<file path="config.mk">
export PLATFORM = sky130hd
export DESIGN_NAME = text_line_number_visible_filter_top_flat
export DESIGN_NICKNAME = d
export VERILOG_FILES = /design/src/hw/rtl/tlnf_pkg.sv /design/src/hw/rtl/tlnf_in_if.sv /design/src/hw/rtl/tlnf_out_if.sv /design/src/hw/rtl/tlnf_cfg_if.sv /design/src/hw/rtl/tlnf_front.sv /design/src/hw/rtl/tlnf_queue.sv /design/src/hw/rtl/tlnf_back.sv /design/src/hw/rtl/text_line_number_visible_filter_top.sv /design/src/flat_wrapper.sv
export SDC_FILE = /design/constraint.sdc
export NUM_CORES = 1
export LEC_CHECK = 0
export BUFFER_PORTS_ARGS = -buffer_cell sky130_fd_sc_hd__buf_2
export CORE_MARGIN = 10
export CORE_UTILIZATION = 30
export CTS_BUF_LIST = sky130_fd_sc_hd__clkbuf_16
export DETAILED_ROUTE_END_ITERATION = 16
export GPL_TIMING_DRIVEN = 0
export SLEW_MARGIN = 20
export SYNTH_ARGS = -nofsm -noshare
export SYNTH_HDL_FRONTEND = slang
export SYNTH_HIERARCHICAL = 1
export SYNTH_SLANG_ARGS = --single-unit
</file>
<file path="constraint.sdc">
create_clock -name clk_i -period 9.4 [get_ports clk_i]
set_clock_uncertainty 0.05 [all_clocks]
set_input_delay 1.88 -clock clk_i [delete_from_list [all_inputs] [get_ports clk_i]]
set_output_delay 1.88 -clock clk_i [all_outputs]
set_load 0.1 [all_outputs]
</file>
<file path="src/hw/rtl/tlnf_pkg.sv">
`timescale 1ns / 1ps

package tlnf_pkg;

  localparam int NumberDigits = 6;
  localparam int CapDigits    = 6;
  localparam int QueueDepth   = 2;

  localparam int ByteW    = 8;
  localparam int CfgIdxW  = 3;
  localparam int CfgDataW = 8;
  localparam int ExpLenW  = 3;
  localparam int ExpChars = 4;
  localparam int BcdW     = 4;

  localparam logic [ByteW-1:0] CharNl     = 8'h0A;
  localparam logic [ByteW-1:0] CharTab    = 8'h09;
  localparam logic [ByteW-1:0] CharSpace  = 8'h20;
  localparam logic [ByteW-1:0] CharZero   = 8'h30;
  localparam logic [ByteW-1:0] CharCaret  = 8'h5E;
  localparam logic [ByteW-1:0] CharQuery  = 8'h3F;
  localparam logic [ByteW-1:0] CharM      = 8'h4D;
  localparam logic [ByteW-1:0] CharDash   = 8'h2D;
  localparam logic [ByteW-1:0] CharI      = 8'h49;
  localparam logic [ByteW-1:0] CharDollar = 8'h24;
  localparam logic [ByteW-1:0] CharDel    = 8'h7F;
  localparam logic [ByteW-1:0] CtrlLimit  = 8'd32;
  localparam logic [ByteW-1:0] CaretShift = 8'd64;
  localparam logic [ByteW-1:0] HighCtrlLo = 8'd128;
  localparam logic [ByteW-1:0] HighCtrlHi = 8'd159;

  typedef enum logic [CfgIdxW-1:0] {
    REG_NUMBER_MODE      = 3'd0,
    REG_SQUEEZE_BLANK    = 3'd1,
    REG_SHOW_ENDS        = 3'd2,
    REG_SHOW_TABS        = 3'd3,
    REG_SHOW_NONPRINTING = 3'd4
  } tlnf_reg_e;

  typedef enum logic [1:0] {
    NUM_OFF       = 2'd0,
    NUM_ALL       = 2'd1,
    NUM_NONBLANK  = 2'd2,
    NUM_NONBLANK2 = 2'd3
  } tlnf_num_e;

  typedef struct packed {
    logic                           num;
    logic [ExpLenW-1:0]             exp_len;
    logic [ExpChars-1:0][ByteW-1:0] exp_char;
  } tlnf_desc_t;

endpackage

</file>
<file path="src/hw/rtl/tlnf_in_if.sv">
`timescale 1ns / 1ps

interface tlnf_in_if import tlnf_pkg::*; ();
  logic             valid;
  logic             ready;
  logic [ByteW-1:0] in_byte;
  logic             file_start;

  modport source(output valid, in_byte, file_start, input ready);
  modport sink(input valid, in_byte, file_start, output ready);
endinterface

</file>
<file path="src/hw/rtl/tlnf_out_if.sv">
`timescale 1ns / 1ps

interface tlnf_out_if import tlnf_pkg::*; ();
  logic             valid;
  logic             ready;
  logic [ByteW-1:0] out_char;
  logic             last;

  modport source(output valid, out_char, last, input ready);
  modport sink(input valid, out_char, last, output ready);
endinterface

</file>
<file path="src/hw/rtl/tlnf_cfg_if.sv">
`timescale 1ns / 1ps

interface tlnf_cfg_if import tlnf_pkg::*; ();
  logic                valid;
  logic                ready;
  logic [CfgIdxW-1:0]  reg_index;
  logic [CfgDataW-1:0] wr_data;

  modport source(output valid, reg_index, wr_data, input ready);
  modport sink(input valid, reg_index, wr_data, output ready);
endinterface

</file>
<file path="src/hw/rtl/tlnf_front.sv">
`timescale 1ns / 1ps

module tlnf_front import tlnf_pkg::*; #(
  parameter int NUMBER_DIGITS = NumberDigits
) (
  input  logic                                clk_i,
  input  logic                                rst_ni,
  tlnf_in_if.sink                             in_i,
  tlnf_cfg_if.sink                            cfg_i,
  output logic                                push_valid_o,
  input  logic                                push_ready_i,
  output tlnf_desc_t                          push_desc_o,
  output logic [NUMBER_DIGITS-1:0][BcdW-1:0]  push_digits_o
);

  localparam int SatDigits = (NUMBER_DIGITS < CapDigits) ? NUMBER_DIGITS : CapDigits;

  logic [1:0] number_mode_q;
  logic       squeeze_q, ends_q, tabs_q, nonprint_q;

  logic after_nl_q, after_nl_d;
  logic squeezing_q, squeezing_d;
  logic [NUMBER_DIGITS-1:0][BcdW-1:0] digits_q, digits_d;

  logic [ByteW-1:0] c;
  logic             is_nl;
  logic             an, sq, drop, num, sat, carry, accept;
  logic [NUMBER_DIGITS-1:0][BcdW-1:0] digits_cur, digits_inc;
  tlnf_desc_t       desc;

  assign cfg_i.ready = 1'b1;

  always_ff @(posedge clk_i or negedge rst_ni) begin
    if (!rst_ni) begin
      number_mode_q <= NUM_OFF;
      squeeze_q     <= 1'b0;
      ends_q        <= 1'b0;
      tabs_q        <= 1'b0;
      nonprint_q    <= 1'b0;
    end else if (cfg_i.valid) begin
      case (cfg_i.reg_index)
        REG_NUMBER_MODE:      number_mode_q <= cfg_i.wr_data[1:0];
        REG_SQUEEZE_BLANK:    squeeze_q     <= cfg_i.wr_data[0];
        REG_SHOW_ENDS:        ends_q        <= cfg_i.wr_data[0];
        REG_SHOW_TABS:        tabs_q        <= cfg_i.wr_data[0];
        REG_SHOW_NONPRINTING: nonprint_q    <= cfg_i.wr_data[0];
        default: ;
      endcase
    end
  end

  assign c      = in_i.in_byte;
  assign is_nl  = (c == CharNl);
  assign accept = in_i.valid && push_ready_i;

  always_comb begin
    an         = in_i.file_start ? 1'b1 : after_nl_q;
    sq         = in_i.file_start ? 1'b0 : squeezing_q;
    digits_cur = in_i.file_start ? '0 : digits_q;
    drop        = 1'b0;
    squeezing_d = sq;
    if (an && squeeze_q) begin
      if (is_nl) begin
        if (sq) begin
          drop = 1'b1;
        end else begin
          squeezing_d = 1'b1;
        end
      end else begin
        squeezing_d = 1'b0;
      end
    end
    num = an && !drop && (number_mode_q != NUM_OFF) &&
          ((number_mode_q == NUM_ALL) || !is_nl);

    sat = 1'b1;
    for (int i = 0; i < SatDigits; i++) begin
      if (digits_cur[i] != BcdW'(9)) begin
        sat = 1'b0;
      end
    end
    carry = 1'b1;
    for (int i = 0; i < NUMBER_DIGITS; i++) begin
      if (carry && digits_cur[i] == BcdW'(9)) begin
        digits_inc[i] = '0;
      end else begin
        digits_inc[i] = digits_cur[i] + BcdW'(carry);
        carry         = 1'b0;
      end
    end
    digits_d   = (num && !sat) ? digits_inc : digits_cur;
    after_nl_d = is_nl;

    desc.num      = num;
    desc.exp_len  = ExpLenW'(1);
    desc.exp_char = '0;
    desc.exp_char[0] = c;
    if (!is_nl && (c != CharTab) && nonprint_q) begin
      if (c < CtrlLimit) begin
        desc.exp_len     = ExpLenW'(2);
        desc.exp_char[0] = CharCaret;
        desc.exp_char[1] = c + CaretShift;
      end else if (c == CharDel) begin
        desc.exp_len     = ExpLenW'(2);
        desc.exp_char[0] = CharCaret;
        desc.exp_char[1] = CharQuery;
      end else if (c >= HighCtrlLo && c <= HighCtrlHi) begin
        desc.exp_len     = ExpLenW'(4);
        desc.exp_char[0] = CharM;
        desc.exp_char[1] = CharDash;
        desc.exp_char[2] = CharCaret;
        desc.exp_char[3] = c - CaretShift;
      end
    end else if (ends_q && is_nl) begin
      desc.exp_len     = ExpLenW'(2);
      desc.exp_char[0] = CharDollar;
      desc.exp_char[1] = CharNl;
    end else if (tabs_q && (c == CharTab)) begin
      desc.exp_len     = ExpLenW'(2);
      desc.exp_char[0] = CharCaret;
      desc.exp_char[1] = CharI;
    end
  end

  always_ff @(posedge clk_i or negedge rst_ni) begin
    if (!rst_ni) begin
      after_nl_q  <= 1'b1;
      squeezing_q <= 1'b0;
      digits_q    <= '0;
    end else if (accept) begin
      after_nl_q  <= after_nl_d;
      squeezing_q <= squeezing_d;
      digits_q    <= digits_d;
    end
  end

  assign in_i.ready    = push_ready_i;
  assign push_valid_o  = in_i.valid && !drop;
  assign push_desc_o   = desc;
  assign push_digits_o = digits_d;

endmodule

</file>
<file path="src/hw/rtl/tlnf_queue.sv">
`timescale 1ns / 1ps

module tlnf_queue import tlnf_pkg::*; #(
  parameter int Width = 8,
  parameter int Depth = QueueDepth
) (
  input  logic             clk_i,
  input  logic             rst_ni,
  input  logic             push_valid_i,
  output logic             push_ready_o,
  input  logic [Width-1:0] push_data_i,
  output logic             pop_valid_o,
  input  logic             pop_i,
  output logic [Width-1:0] pop_data_o
);

  localparam int PtrW = $clog2(Depth);
  localparam int CntW = $clog2(Depth + 1);

  logic [Width-1:0] slot_q [Depth];
  logic [PtrW-1:0]  wr_ptr_q, rd_ptr_q;
  logic [CntW-1:0]  count_q;
  logic             do_push, do_pop;

  assign push_ready_o = (count_q != CntW'(Depth));
  assign pop_valid_o  = (count_q != '0);
  assign pop_data_o   = slot_q[rd_ptr_q];
  assign do_push      = push_valid_i && push_ready_o;
  assign do_pop       = pop_i && pop_valid_o;

  always_ff @(posedge clk_i) begin
    if (do_push) begin
      slot_q[wr_ptr_q] <= push_data_i;
    end
  end

  always_ff @(posedge clk_i or negedge rst_ni) begin
    if (!rst_ni) begin
      wr_ptr_q <= '0;
      rd_ptr_q <= '0;
      count_q  <= '0;
    end else begin
      if (do_push) begin
        wr_ptr_q <= (wr_ptr_q == PtrW'(Depth - 1)) ? '0 : wr_ptr_q + PtrW'(1);
      end
      if (do_pop) begin
        rd_ptr_q <= (rd_ptr_q == PtrW'(Depth - 1)) ? '0 : rd_ptr_q + PtrW'(1);
      end
      if (do_push && !do_pop) begin
        count_q <= count_q + CntW'(1);
      end else if (do_pop && !do_push) begin
        count_q <= count_q - CntW'(1);
      end
    end
  end

endmodule

</file>
<file path="src/hw/rtl/tlnf_back.sv">
`timescale 1ns / 1ps

module tlnf_back import tlnf_pkg::*; #(
  parameter int NUMBER_DIGITS = NumberDigits
) (
  input  logic                               clk_i,
  input  logic                               rst_ni,
  input  logic                               head_valid_i,
  input  tlnf_desc_t                         head_desc_i,
  input  logic [NUMBER_DIGITS-1:0][BcdW-1:0] head_digits_i,
  output logic                               pop_o,
  tlnf_out_if.source                         out_o
);

  localparam int IdxW = $clog2(NUMBER_DIGITS + 6);

  logic [IdxW-1:0]  idx_q, idx_d;
  logic             lead_q, lead_d;
  logic             out_valid_q;
  logic [ByteW-1:0] out_char_q;
  logic             out_last_q;

  logic             advance, in_digits, in_tab, is_last;
  logic [IdxW-1:0]  base, eoff;
  logic [BcdW-1:0]  dig;
  logic [ByteW-1:0] ch;

  assign advance = head_valid_i && (!out_valid_q || out_o.ready);

  always_comb begin
    base      = head_desc_i.num ? IdxW'(NUMBER_DIGITS + 1) : '0;
    eoff      = idx_q - base;
    in_digits = head_desc_i.num && (idx_q < IdxW'(NUMBER_DIGITS));
    in_tab    = head_desc_i.num && (idx_q == IdxW'(NUMBER_DIGITS));
    dig = '0;
    for (int i = 0; i < NUMBER_DIGITS; i++) begin
      if (idx_q == IdxW'(NUMBER_DIGITS - 1 - i)) begin
        dig = head_digits_i[i];
      end
    end
    lead_d  = lead_q;
    is_last = 1'b0;
    if (in_digits) begin
      lead_d = lead_q && (dig == '0);
      if (lead_q && (dig == '0) && (idx_q < IdxW'(NUMBER_DIGITS - 1))) begin
        ch = CharSpace;
      end else begin
        ch = CharZero + ByteW'(dig);
      end
    end else if (in_tab) begin
      ch = CharTab;
    end else begin
      ch      = head_desc_i.exp_char[eoff[1:0]];
      is_last = (eoff == IdxW'(head_desc_i.exp_len) - IdxW'(1));
    end
    idx_d = is_last ? '0 : idx_q + IdxW'(1);
  end

  assign pop_o = advance && is_last;

  always_ff @(posedge clk_i or negedge rst_ni) begin
    if (!rst_ni) begin
      idx_q       <= '0;
      lead_q      <= 1'b1;
      out_valid_q <= 1'b0;
    end else begin
      if (advance) begin
        idx_q       <= idx_d;
        lead_q      <= is_last ? 1'b1 : lead_d;
        out_valid_q <= 1'b1;
      end else if (out_o.ready) begin
        out_valid_q <= 1'b0;
      end
    end
  end

  always_ff @(posedge clk_i) begin
    if (advance) begin
      out_char_q <= ch;
      out_last_q <= is_last;
    end
  end

  assign out_o.valid    = out_valid_q;
  assign out_o.out_char = out_char_q;
  assign out_o.last     = out_last_q;

endmodule

</file>
<file path="src/hw/rtl/text_line_number_visible_filter_top.sv">
`timescale 1ns / 1ps

// Formats a byte stream like cat with its numbering, squeeze and show options. The front end
// takes one byte per cycle whenever its two-entry descriptor queue has room, updates the
// line state and decides the expansion; squeezed newlines are dropped there and give no
// output. The back end sends one character per cycle from its output register while the
// receiver is ready. A byte produces 1 character for plain text, 2 for caret forms or shown
// ends, 4 for M-^ forms, plus NUMBER_DIGITS + 1 when a line number is prefixed. A byte's
// descriptor is registered in the descriptor queue and its characters then in the output
// register. Configuration is taken at any time and should be written while the block is idle.
module text_line_number_visible_filter_top import tlnf_pkg::*; #(
  parameter int NUMBER_DIGITS = NumberDigits
) (
  input  logic        clk_i,
  input  logic        rst_ni,
  tlnf_in_if.sink     in_i,
  tlnf_cfg_if.sink    cfg_i,
  tlnf_out_if.source  out_o
);

  localparam int DescW = $bits(tlnf_desc_t) + NUMBER_DIGITS * BcdW;

  logic                               f_valid, f_ready;
  tlnf_desc_t                         f_desc;
  logic [NUMBER_DIGITS-1:0][BcdW-1:0] f_digits;
  logic                               q_valid, q_pop;
  logic [DescW-1:0]                   q_data;
  tlnf_desc_t                         h_desc;
  logic [NUMBER_DIGITS-1:0][BcdW-1:0] h_digits;

  tlnf_front #(
    .NUMBER_DIGITS(NUMBER_DIGITS)
  ) u_front (
    .clk_i         (clk_i),
    .rst_ni        (rst_ni),
    .in_i          (in_i),
    .cfg_i         (cfg_i),
    .push_valid_o  (f_valid),
    .push_ready_i  (f_ready),
    .push_desc_o   (f_desc),
    .push_digits_o (f_digits)
  );

  tlnf_queue #(
    .Width(DescW),
    .Depth(QueueDepth)
  ) u_queue (
    .clk_i        (clk_i),
    .rst_ni       (rst_ni),
    .push_valid_i (f_valid),
    .push_ready_o (f_ready),
    .push_data_i  ({f_desc, f_digits}),
    .pop_valid_o  (q_valid),
    .pop_i        (q_pop),
    .pop_data_o   (q_data)
  );

  assign {h_desc, h_digits} = q_data;

  tlnf_back #(
    .NUMBER_DIGITS(NUMBER_DIGITS)
  ) u_back (
    .clk_i         (clk_i),
    .rst_ni        (rst_ni),
    .head_valid_i  (q_valid),
    .head_desc_i   (h_desc),
    .head_digits_i (h_digits),
    .pop_o         (q_pop),
    .out_o         (out_o)
  );

`ifndef SYNTHESIS
  a_expand_no_gap: assert property (@(posedge clk_i) disable iff (!rst_ni)
    out_o.valid && out_o.ready && !out_o.last |=> out_o.valid)
    else $error("gap inside the expansion of one byte");

  a_queue_drains: assert property (@(posedge clk_i) disable iff (!rst_ni)
    q_valid && (!out_o.valid || out_o.ready) |=> out_o.valid)
    else $error("queued byte not moved to output");

  a_pop_on_last: assert property (@(posedge clk_i) disable iff (!rst_ni)
    q_pop |=> out_o.valid && out_o.last)
    else $error("descriptor released without final character");
`endif

endmodule

</file>
<file path="src/flat_wrapper.sv">
// flat-port wrapper written by rule: the top's interface ports become plain ports
module text_line_number_visible_filter_top_flat import tlnf_pkg::*;
#(
  parameter int NUMBER_DIGITS = NumberDigits
)
  (clk_i, rst_ni, in_i_valid, in_i_in_byte, in_i_file_start, in_i_ready, cfg_i_valid, cfg_i_reg_index, cfg_i_wr_data, cfg_i_ready, out_o_valid, out_o_out_char, out_o_last, out_o_ready);
  tlnf_in_if in_i_i ();
  tlnf_cfg_if cfg_i_i ();
  tlnf_out_if out_o_i ();
  input  logic clk_i;
  input  logic rst_ni;
  input wire logic [$bits(in_i_i.valid)-1:0] in_i_valid;
  input wire logic [$bits(in_i_i.in_byte)-1:0] in_i_in_byte;
  input wire logic [$bits(in_i_i.file_start)-1:0] in_i_file_start;
  output wire logic [$bits(in_i_i.ready)-1:0] in_i_ready;
  input wire logic [$bits(cfg_i_i.valid)-1:0] cfg_i_valid;
  input wire logic [$bits(cfg_i_i.reg_index)-1:0] cfg_i_reg_index;
  input wire logic [$bits(cfg_i_i.wr_data)-1:0] cfg_i_wr_data;
  output wire logic [$bits(cfg_i_i.ready)-1:0] cfg_i_ready;
  output wire logic [$bits(out_o_i.valid)-1:0] out_o_valid;
  output wire logic [$bits(out_o_i.out_char)-1:0] out_o_out_char;
  output wire logic [$bits(out_o_i.last)-1:0] out_o_last;
  input wire logic [$bits(out_o_i.ready)-1:0] out_o_ready;
  assign in_i_i.valid = in_i_valid;
  assign in_i_i.in_byte = in_i_in_byte;
  assign in_i_i.file_start = in_i_file_start;
  assign in_i_ready = in_i_i.ready;
  assign cfg_i_i.valid = cfg_i_valid;
  assign cfg_i_i.reg_index = cfg_i_reg_index;
  assign cfg_i_i.wr_data = cfg_i_wr_data;
  assign cfg_i_ready = cfg_i_i.ready;
  assign out_o_valid = out_o_i.valid;
  assign out_o_out_char = out_o_i.out_char;
  assign out_o_last = out_o_i.last;
  assign out_o_i.ready = out_o_ready;
  text_line_number_visible_filter_top #(.NUMBER_DIGITS(NUMBER_DIGITS)) u_core (.clk_i(clk_i), .rst_ni(rst_ni), .in_i(in_i_i), .cfg_i(cfg_i_i), .out_o(out_o_i));
endmodule
</file>
# [Yosys cells after proc, flatten, opt, wreduce, memory -nomap -nowiden]
# Memory sizes are Yosys's and may differ from the RTL's.
# Index checks and enable logic that the tools add are counted.
[op_classes] n_eq_ne=29 n_reduce_logical=49 muxes=65 addsub=16 n_lt_le_gt_ge=6
[ops] op="$mux W16" count=6
[ops] op="$mux W4" count=13
[ops] op="$mux W24" count=2
[ops] op="$mux W35" count=1
[ops] op="$mux W15" count=2
[ops] op="$mux W1" count=28
[ops] op="$logic_and A1 B1 Y1" count=27
[ops] op="$eq A4 B4 Y1 const B" count=6
[ops] op="$mux W8" count=3
[ops] op="$ne A4 B4 Y1 const B" count=6
[ops] op="$add A4 B1 Y4" count=5
[ops] op="$bmux W8 S2" count=1
[ops] op="$eq A8 B4 Y1 const B" count=2
[ops] op="$eq A4 B3 Y1 const B" count=3
[ops] op="$mux W3" count=4
[ops] op="$reduce_and A2 Y1" count=6
[ops] op="$reduce_bool A2 Y1" count=5
[ops] op="$add A4 B1 Y4 const B" count=2
[ops] op="$add A8 B7 Y8 const B" count=1
[ops] op="$eq A4 B2 Y1 const B" count=2
[ops] op="$eq A8 B7 Y1 const B" count=1
[ops] op="$ge A8 B8 Y1 const B" count=1
[ops] op="$le A8 B8 Y1 const B" count=1
[ops] op="$logic_not A4 Y1" count=2
[ops] op="other kinds (23)" count=35
[totals] reg_bits=51 out_inout_bits=12 memories=1 in_bits=25 ram_bits=120 wordCells=187
[mem_list] memory="u_core.u_queue.slot_q" depth=2 word_bits=60 read_ports=1 rd_clocked_by_memory_dff=0 write_ports=1 line_no="tlnf_queue.sv:20" rtl="logic [Width-1:0] slot_q [Depth];"

# [Logic depth before layout (Yosys ltp)]
[depth] word_depth=14 depth_mapped=16 ltp_nobuf=14

# [By module]
# The synthesis kept the hierarchy.
[modules_own_cells] module="tlnf_queue" n_inst=1 seq_area_each_um2=3703.6 cells_per_inst=205 area_per_inst_um2=4825.9
[modules_own_cells] module="tlnf_front" n_inst=1 seq_area_each_um2=802.0 cells_per_inst=357 area_per_inst_um2=2857.7
[modules_own_cells] module="tlnf_back" n_inst=1 seq_area_each_um2=421.7 cells_per_inst=143 area_per_inst_um2=1410.1

# [Worst setup path after synthesis]
# OpenSTA, ideal clock, no wires.
[synth_timing] path_type="input-to-reg" startpoint="input in_i_in_byte[6]" endpoint="memory u_core/u_queue/slot_q[0][0] (netlist name) (enable)" setup_slack_ns=3.512 arrival_ns=5.360 path_stages=7 setup_ns=0.478 t_required_ns=8.872 path_buffers=0 cell_sequence="inv_1 ha_1 and4bb_2 and3_1 a21boi_0 nand2_1 nor2_1"
[synth_via] elab_chain_len=8
[synth_rtl] element="from (decl)" line_no="flat_wrapper.sv:13" rtl="input wire logic [$bits(in_i_i.in_byte)-1:0] in_i_in_byte;"
[synth_rtl] element="$eq A8 B4 Y1" line_no="tlnf_front.sv:53" rtl="assign is_nl = (c == CharNl);"
[synth_rtl] element="$mux W1" line_no="tlnf_front.sv:63" rtl="if (is_nl) begin"
[synth_rtl] element="$mux W1" line_no="tlnf_front.sv:62" rtl="if (an && squeeze_q) begin"
[synth_rtl] element="$logic_not A1 Y1" line_no="tlnf_front.sv:138" rtl="assign push_valid_o = in_i.valid && !drop;"
[synth_rtl] element="$logic_and A1 B1 Y1" line_no="tlnf_front.sv:138"
[synth_rtl] element="via u_core.f_valid" line_no="text_line_number_visible_filter_top.sv:23" rtl="logic f_valid, f_ready;"
[synth_rtl] element="$logic_and A1 B1 Y1" line_no="tlnf_queue.sv:28" rtl="assign do_push = push_valid_i && push_ready_o;"
[synth_rtl] element="$mux W1" line_no="tlnf_queue.sv:32" rtl="if (do_push) begin"
[synth_rtl] element="$mux W1 (implied by the code)" line_no="tlnf_queue.sv:33" rtl="slot_q[wr_ptr_q] <= push_data_i;"
[synth_rtl] element="to (decl)" line_no="tlnf_queue.sv:20"
# The timed path passes the listed nets, and every way through them passes these cells.

==> results.toml <==
[status]
status = "finished clean"

[cts]
root_buffer = "clkbuf_16"
clockBufferDepth = 2
hold_buffers = 0
clk-insertion-delay-late_ps = 440
cts_resized = 0
cts.sinks = 171
cts_made_buffers = 17
cts_tree = "done"
cts_setup_buffers = 0
htreeDepth = 4
path_clk_slew_ps = 60

[logic_synthesis]
synth_edf_count = 129
ys_types = 79
yosys_warnings = 6
synth_area_sq_mm = 0.00909
async_flop_share = 0.246
synthCells = 705
syn-mean-instance-area_sq_um = 12.9
ys_seq_area_frac = 0.542
synth-seq-cells = 171
synth_top_flop_cell = "edfxtp_1"

[flow_run]
maxCapViolCount = 0

[global_route]
grt_pass1_vias = 5747
grt_pass1_wl_microns = 32100
grt-ovfl-total = 0
track_usage = 0.106
grt_start_max_net_pins = 42
antenna_found_initial = 2

[timing]
slew_headroom = 0.402
period_needed_ps = 4360
slew_violations = 0
hold_viol = 0
worst_slew_pin_slew_ps = 893
fin_setup_tns_ps = 0
finalSetupViolations = 0
rsz0062_at_grt = "no"
fmax_mhz = 230
finalCritPeriodShare = 0.463

[final_layout]
final_layout_size_suffix_gt1_frac = 0.244
area_delta_synth_final_pct = 14.7
fin_area_sq_mm = 0.0104
nNetsFinal = 808
fillCellCount = 2903
final_common_cell = "edfxtp_1"
final_cell_mix = "edfxtp_1 (129), nand2_1 (61), mux2_4 (60)"

[floorplan]
die_h_microns = 194
fp.coreArea_sq_mm = 0.0298
initial_core_util = 0.305
die_area_sq_mm = 0.0377
die_x_microns = 194
row_count = 63
num_io_pins = 37

[route]
first_pass_iters = 7
drc_errors = 0
wl_per_cell_microns = 17.1
viasPerCell = 4.89
wl_microns = 19900
drtIter0Drc = 360
vias = 5676
postRouteAntennaNets = 0

[power]
cellPowerDensity_mw_per_mm2 = 309
ir_drop_mv = 0.142
power_leakage_uw = 0.00411

[place]
portBuffers = 27
place_congestion = 0.828
dpl.hpwl_microns = 14200
placedInstanceArea_sq_mm = 0.00982

[setup_path]
path_max_fanout = 10
worstPathArrival_ps = 4440
end_kind = "flop"
r2r-start = "u_core/u_queue/rd_ptr_q$_DFFE_PN0P_"
worst-setup-path-type = "input pin to flop"
crit_required_ps = 9490
crit_start = "in_i_in_byte[6]"
cp-start-kind = "input pin"

[min_path]
hold_path_class = "flop to flop"
hp-start = "u_core/u_queue/count_q[1]$_DFFE_PN0P_"
## critical path, cell delays in order
cell and delay (ps):
buf_2 140, inv_1 90, ha_1 240, and4bb_2 240
nand3_1 160, o221ai_2 270, a21oi_2 420, buf_2 350
nor2_1 70, a211oi_1 580
## stage by stage
step / power [uW] / util / worst slack (ps) / cells / hold WS, ps
CTS: 3250 / 0.350 / 5110 / 1160 / 439
detailed placement: 2530 / 0.330 / 4660 / 1128 / 422
global route: 3400 / 0.350 / 4950 / 1160 / 459
floorplan: 2200 / - / 3510 / 707 / 399
global placement: 2500 / 0.326 / 1720 / 1124 / 415
finish: 3220 / 0.350 / 5040 / 1161 / 436
## registers in the layout, summed over array words and instances (netlist names), 2 cells and up
register / count
u_core/u_back/out_o.out_char: 8
u_core/u_queue/count_q: 2
u_core/u_front/number_mode_q: 2
u_core/u_queue/slot_q: 120
u_core/u_back/idx_q: 4
u_core/u_front/digits_q: 24
## cell families (layout without fill, tap and decap cells)
kind of cell,count (synthesis),after routing,synth area share
AND/OR/NAND/NOR,212,212,0.127
multiplexers,77,77,0.130
buffers and inverters,71,134,0.0488
adder cells (fa/ha/maj),26,26,0.0366
AO/OA/AOI/OAI,130,130,0.100
other,2,5,0.000826
XOR/XNOR,16,16,0.0154
flip-flops,171,171,0.542
## metal layers
metal  track usage  up-vias  routed length, microns
met5             0        -                      13
met4        0.0423        2                     413
met3        0.0261       31                    1140
met2         0.163      137                    9080
met1         0.140     2766                    9240
li1              -     2740                       -
## path summary, 6_finish.rpt
kind	end	depth (start not counted)	slack, ps
min reg2reg	u_core/u_queue/count_q[1]$_DFFE_PN0P_	1	440
max	u_core/u_queue/slot_q[0][3]$_DFFE_PP_	10	5040
min in group asynchronous	u_core/u_front/digits_q[8]$_DFFE_PN0P_	1	1400
max reg2reg	u_core/u_queue/count_q[1]$_DFFE_PN0P_	16	5280
min	u_core/u_queue/count_q[1]$_DFFE_PN0P_	1	440
max in group asynchronous	u_core/u_front/after_nl_q$_DFFE_PN1P_	2	7280
## power by group
group | internal (uW) | switching, uW
clock | 418 | 294
sequential | 1050 | 82.0
combinational | 577 | 796
total | 2050 | 1170
## Yosys cell counts (11+ instances only)
master,count,area share
a21oi_1,18,0.0099
buf_4,12,0.0099
dfrtp_1,40,0.11
edfxtp_1,129,0.43
ha_1,25,0.034
inv_1,29,0.012
mux2_4,60,0.099
nand2_1,61,0.025
nand3_1,19,0.010
nor2_1,33,0.014
nor2b_1,19,0.013
nor3_1,13,0.0072
o21ai_0,30,0.017
or3_1,11,0.0076
xnor2_1,11,0.011
## layout make-up
type	instances	area [sq um]	share of cell area
Sequential cell	171	4930	0.473
Antenna cell	1	2.50	0.000240
Tap cell	390	488	0.0468
Inverter	29	109	0.0104
Buffer	42	335	0.0322
Timing Repair Buffer	31	223	0.0214
Multi-Input combinational cell	465	3740	0.359
Clock inverter	15	171	0.0164
Clock buffer	17	425	0.0408
(Power assumes the default switching activity.)
